$ cat config.mk
export PLATFORM = sky130hd
export DESIGN_NAME = spi_alpha_div
export DESIGN_NICKNAME = d
export VERILOG_FILES = /design/src/design/spi_pkg.sv /design/src/design/spi_alpha_div.sv
export SDC_FILE = /design/constraint.sdc
export NUM_CORES = 2
export LEC_CHECK = 0
export BUFFER_PORTS_ARGS = -buffer_cell sky130_fd_sc_hd__buf_2
export CAP_MARGIN = 10
export CELL_PAD_IN_SITES_DETAIL_PLACEMENT = 1
export CELL_PAD_IN_SITES_GLOBAL_PLACEMENT = 1
export CORE_MARGIN = 2
export CORE_UTILIZATION = 45
export DETAILED_ROUTE_END_ITERATION = 7
export MAX_ROUTING_LAYER = met4
export PLACE_DENSITY = 0.84
export SYNTH_ARGS = -nofsm -noshare
export SYNTH_HDL_FRONTEND = slang
export SYNTH_SLANG_ARGS = --single-unit
export TNS_END_PERCENT = 10
$ cat constraint.sdc
create_clock -name clk -period 5.5 [get_ports clk]
set_clock_uncertainty 0.15 [all_clocks]
set_input_delay 0.55 -clock clk [delete_from_list [all_inputs] [get_ports clk]]
set_output_delay 0.55 -clock clk [all_outputs]
set_load 0.05 [all_outputs]
$ cat src/design/spi_pkg.sv
package spi_pkg;

	// Alpha clamp flags that ride along with an item through the divider.
	typedef struct packed {
		logic zero;   // render at or before the older snapshot
		logic full;   // render at or after the newer one, or empty or reversed interval
	} clamp_t;

	// Quotient bits resolved in each divider stage.
	localparam int DIV_BITS_PER_STAGE = 2;

endpackage

$ cat src/design/spi_alpha_div.sv
module spi_alpha_div #(
	parameter int TIME_BITS    = 32,
	parameter int FRAC_BITS    = 16,
	parameter int PAYLOAD_BITS = 8
) (
	input  logic                    clk,
	input  logic                    arst_n,
	input  logic                    in_valid,
	output logic                    in_ready,
	input  logic [TIME_BITS-1:0]    dur,
	input  logic [TIME_BITS-1:0]    rem,
	input  spi_pkg::clamp_t         in_clamp,
	input  logic [PAYLOAD_BITS-1:0] in_payload,
	output logic                    out_valid,
	input  logic                    out_ready,
	output logic [FRAC_BITS-1:0]    quotient,
	output spi_pkg::clamp_t         out_clamp,
	output logic [PAYLOAD_BITS-1:0] out_payload
);
	import spi_pkg::*;

	localparam int NS = (FRAC_BITS + DIV_BITS_PER_STAGE - 1) / DIV_BITS_PER_STAGE;

	// Index 0 is the input port; index k is the register of stage k.
	logic                    vld_s [NS+1];
	logic                    adv   [NS+2];
	logic [TIME_BITS-1:0]    dur_s [NS+1];
	logic [TIME_BITS-1:0]    rem_s [NS+1];
	logic [FRAC_BITS-1:0]    quo_s [NS+1];
	clamp_t                  clp_s [NS+1];
	logic [PAYLOAD_BITS-1:0] pld_s [NS+1];

	assign vld_s[0] = in_valid;
	assign dur_s[0] = dur;
	assign rem_s[0] = rem;
	assign quo_s[0] = '0;
	assign clp_s[0] = in_clamp;
	assign pld_s[0] = in_payload;

	assign adv[0]    = 1'b0;
	assign adv[NS+1] = out_ready;
	assign in_ready  = adv[1];

	genvar k;
	generate
		for (k = 0; k < NS; k++) begin : g_stage
			localparam int DONE  = k * DIV_BITS_PER_STAGE;
			localparam int STEPS = (FRAC_BITS - DONE >= DIV_BITS_PER_STAGE) ?
				DIV_BITS_PER_STAGE : FRAC_BITS - DONE;

			logic [TIME_BITS-1:0] rem_nx;
			logic [FRAC_BITS-1:0] quo_nx;

			assign adv[k+1] = !vld_s[k+1] || adv[k+2];

			// Restoring division: shift, compare, subtract once per bit.
			always_comb begin : step
				logic [TIME_BITS:0]   r;
				logic [FRAC_BITS-1:0] q;
				r = {1'b0, rem_s[k]};
				q = quo_s[k];
				for (int i = 0; i < STEPS; i++) begin
					r = {r[TIME_BITS-1:0], 1'b0};
					q = {q[FRAC_BITS-2:0], 1'b0};
					if (r >= {1'b0, dur_s[k]}) begin
						r    = r - {1'b0, dur_s[k]};
						q[0] = 1'b1;
					end
				end
				rem_nx = r[TIME_BITS-1:0];
				quo_nx = q;
			end

			always_ff @(posedge clk or negedge arst_n) begin
				if (!arst_n) begin
					vld_s[k+1] <= 1'b0;
				end else if (adv[k+1]) begin
					vld_s[k+1] <= vld_s[k];
				end
			end

			always_ff @(posedge clk) begin
				if (adv[k+1] && vld_s[k]) begin
					dur_s[k+1] <= dur_s[k];
					rem_s[k+1] <= rem_nx;
					quo_s[k+1] <= quo_nx;
					clp_s[k+1] <= clp_s[k];
					pld_s[k+1] <= pld_s[k];
				end
			end
		end
	endgenerate

	assign out_valid   = vld_s[NS];
	assign quotient    = quo_s[NS];
	assign out_clamp   = clp_s[NS];
	assign out_payload = pld_s[NS];

endmodule

==> results_dict.tcl, run 1 <==
set metrics [dict create \
    grt-ovfl-total 1428 \
    htree_levels 3 \
    synth_seq_cells 608 \
    yosysUniqueCellTypes 97 \
    synth_edf_count 600 \
    synth.area.top_cells "edfxtp_1, ha_1, mux2_2, xnor2_1, a21oi_1" \
    fp.dieW_um 333 \
    row_count 120 \
    yosysTopAreaCell "edfxtp_1" \
    syn_inst 4924 \
    grt_max_degree 71 \
    synth_area_per_cell_um2 9.89 \
    syn-num-nets 5514 \
    grt_pass1_wl_um 619000 \
    synth_top_cell_area_share_pct 37.0 \
    start_util_pct 45.4 \
    yosysSeqAreaShare_pct 37.4 \
    track_usage_pct 79.3 \
    cts_buffers 74 \
    yosysMostFrequentCell "edfxtp_1" \
    cts_num_sinks 608 \
    place_inst 8264 \
    haltStage "global routing" \
    hpwlAfterDp_um 189000 \
    synth_commonest_cells "edfxtp_1, ha_1, a21oi_1" \
    die_h_um 333 \
    io_pins 106 \
    netlist_area_um2 48700 \
    dp_slack_ps -1840 \
    firstError "[ERROR GRT-0116] Global routing finished with congestion. Check the congestion regions in the DRC Viewer." \
    cts_root_buf "clkbuf_16" \
    placement.io_buffers 105 \
    dominantRegCellSynth "edfxtp_1" \
    cts.path.max_buffers 3 \
    grt_pass1_vias 77268 \
    status "stopped before the end" \
    async_reset_ff_share_pct 1.32 \
    ys_warn_count 0 \
    gp_congestion 0.976 \
]
-- cell families after synthesis --
family                     count (synthesis)  synth area share [%]
buffers and inverters                    506                  4.15
AOI/OAI and AO/OA                       1475                  19.6
adders and majority gates                512                  13.3
DFF                                      608                  37.4
muxes                                    320                  7.44
and+or+nand+nor                         1103                  11.0
xor gates and xnor gates                 400                  7.19
-- through the flow --
stage	setup TNS, ps	cell area, µm²	hold WS, ps
after global placement	-166750	65400	247
after detailed placement	-314620	65400	256
after CTS	-197950	70000	8.60
after floorplan	-35930	49000	104
-- per-layer routing --
| metal | GRT overflow | track usage [%] |
|---|---|---|
| met3 | 32 | 59.1 |
| met2 | 860 | 96.5 |
| met5 | - | - |
| met1 | 26 | 74.3 |
| met4 | 510 | 88.6 |
-- timing repair --
action	4_1_cts
hold buffers	17
buffers inserted	57
pin swaps	78
hold endpoints to repair	24
setup endpoints to repair	232
resized for setup	288
gates cloned	7
==> run 2, diff against run 1 <==
- CELL_PAD_IN_SITES_DETAIL_PLACEMENT: 1 -> default
- CELL_PAD_IN_SITES_GLOBAL_PLACEMENT: 1 -> default
- CORE_UTILIZATION: 45 -> 30
- MAX_ROUTING_LAYER: met4 -> default
- PLACE_DENSITY: 0.84 -> default
- PLACE_DENSITY_LB_ADDON: default -> 0.15
- clock period: 5.5 -> 7.15 ns (I/O delays scaled with it)
==> run 2 against run 1 <==
The flow now finishes without violations. Synthesized cell count is the same. Area after synthesis is the same.
==> results_dict.tcl, run 2 <==
set metrics [dict create \
    whs_path_depth 1 \
    dominantRegCellSynth "edfxtp_1" \
    yosysTopAreaCell "edfxtp_1" \
    fin_tns_setup_ps 0 \
    cp-start-kind "flip-flop" \
    coreArea_um2 161000 \
    place_inst 7469 \
    worstRegToRegCells 28 \
    routedWlPerCell_um 18.6 \
    fin_nets 5981 \
    yosysSeqAreaShare_pct 37.4 \
    final_cell_mix "edfxtp_1, ha_1, a21oi_1, inv_1, buf_4" \
    synth.area.top_cells "edfxtp_1, ha_1, mux2_2, xnor2_1, a21oi_1" \
    grt-ovfl-total 0 \
    final_common_cell "edfxtp_1" \
    fill_cells 16346 \
    cp.required_ps 7400 \
    gr-max-usage-layer "met2" \
    placement.io_buffers 105 \
    syn_inst 4924 \
    grt_pass1_wl_um 221000 \
    gp_congestion 0.912 \
    synth_top_cell_area_share_pct 37.0 \
    clk_latency_ps 680 \
    ys_warn_count 0 \
    syn_to_final_growth_pct 17.4 \
    drt_iter0_markers 1686 \
    vias 37465 \
    drv_cap 0 \
    antenna_found_initial 0 \
    cts.path.max_buffers 3 \
    yosysMostFrequentCell "edfxtp_1" \
    final-hold-violation-count 0 \
    met3_usage_pct 1.88 \
    netlist_area_um2 48700 \
    yosysUniqueCellTypes 97 \
    die_h_um 407 \
    fin_crit_ps 6740 \
    cts_buffers 78 \
    n_antenna_cell 0 \
    cts_root_buf "clkbuf_16" \
    max_stage_delay_ps 490 \
    drcViolationCount 0 \
    setup_viol 0 \
    grt_max_degree 67 \
    io_pins 106 \
    synth_edf_count 600 \
    hp-class "in2reg" \
    track_usage_pct 17.2 \
    grtUsageMet2_pct 32.9 \
    synth_commonest_cells "edfxtp_1, ha_1, a21oi_1" \
    layout-drive-gt1-share_pct 17.8 \
    async_reset_ff_share_pct 1.32 \
    fp.dieW_um 407 \
    clock.fmax_ghz 0.148 \
    synth_area_per_cell_um2 9.89 \
    synth_seq_cells 608 \
    instances_no_fill 7613 \
    syn-num-nets 5514 \
    max_slew_margin_pct 42.0 \
    clk_pin_slew_ps 60 \
    start_util_pct 30.3 \
    drv_slew 0 \
    totalWireLength_um 142000 \
    status "completed" \
    ant_nets 0 \
    row_count 147 \
    post-route-period-util_pct 94.3 \
    rsz0062_at_grt "no" \
    vias_per_cell 4.92 \
    cp_max_fo 32 \
    path_class "reg2reg" \
    critical-path-slowest-cell "edfxtp_1" \
    tritoncts "built" \
    htree_levels 3 \
    grt_pass1_vias 39458 \
    cts_num_sinks 608 \
    hpwlAfterDp_um 118000 \
    endpoint_kind "flip-flop" \
    die_area_um2 166000 \
    first_pass_iters 5 \
    worstMarginPinSlew_ps 867 \
    arrival_ps 7000 \
    grtUsageMet1_pct 18.5 \
    top_regs "dur_s x224, rem_s x224" \
]
## run 2: cell type report
| class | count | area [µm²] | area share [%] |
|---|---|---|---|
| sequential | 608 | 18200 | 31.9 |
| multi-input combinational | 3810 | 28600 | 50.0 |
| clock buffer | 94 | 2030 | 3.55 |
| inverter | 410 | 1540 | 2.70 |
| clock inverter | 48 | 558 | 0.976 |
| tap | 2160 | 2700 | 4.73 |
| timing repair buffer | 483 | 3550 | 6.21 |
## run 2: final timing paths
kind	from	to	slack, ps
worst max-delay path	dur_s[193]	rem_s[166]	410
worst min-delay path	in_payload[6]	pld_s[62]	80
worst max register to register	dur_s[193]	rem_s[166]	410
worst min register to register	g_stage[6].quo_nx[5]	g_stage[7].quo_nx[7]	260
max in group asynchronous	arst_n	out_valid	6400
min in group asynchronous	arst_n	vld_s[6]	280
## run 2: kinds of logic after synthesis
group / count (synthesis) / synth area share, %
AOI/OAI and AO/OA: 1475 / 19.6
xor gates and xnor gates: 400 / 7.19
adders and majority gates: 512 / 13.3
buffers and inverters: 506 / 4.15
DFF: 608 / 37.4
muxes: 320 / 7.44
and+or+nand+nor: 1103 / 11.0
## run 2: timing repair
item	4_1_cts	5_1_grt
setup endpoints to repair	0	30
hold buffers	1	0
setup buffers	0	1
hold endpoints to repair	8	0
resized for setup	0	2
## run 2: metrics by stage
stage	area [µm²]	worst slack, ps	util, %	hold slack (ps)
after floorplan	48700	904	-	250
after global placement	54600	177	33.9	251
after detailed placement	54600	184	33.9	255
after CTS	57200	149	35.5	8.92
after global routing	57200	46.4	35.5	23.6
final	57200	408	35.5	76.3
## run 2: routing by layer
metal | vias to the layer above | routed length, µm
met4 | 0 | 7570
met1 | 17506 | 57200
met5 | - | 0
met3 | 245 | 2910
met2 | 503 | 74300
li1 | 19211 | -
## run 2: worst max-delay path: cells and delay by family (launching register included)
family | cells | cell delay [ps]
simple gates | 4 | 870
fa+ha+maj | 2 | 590
buf+inv | 6 | 960
compound gates | 14 | 2770
flops | 1 | 490
mux | 2 | 590
Power of run 2 is not shown: default switching activity piles up to over one toggle a cycle in this logic, so the estimate is an artifact.
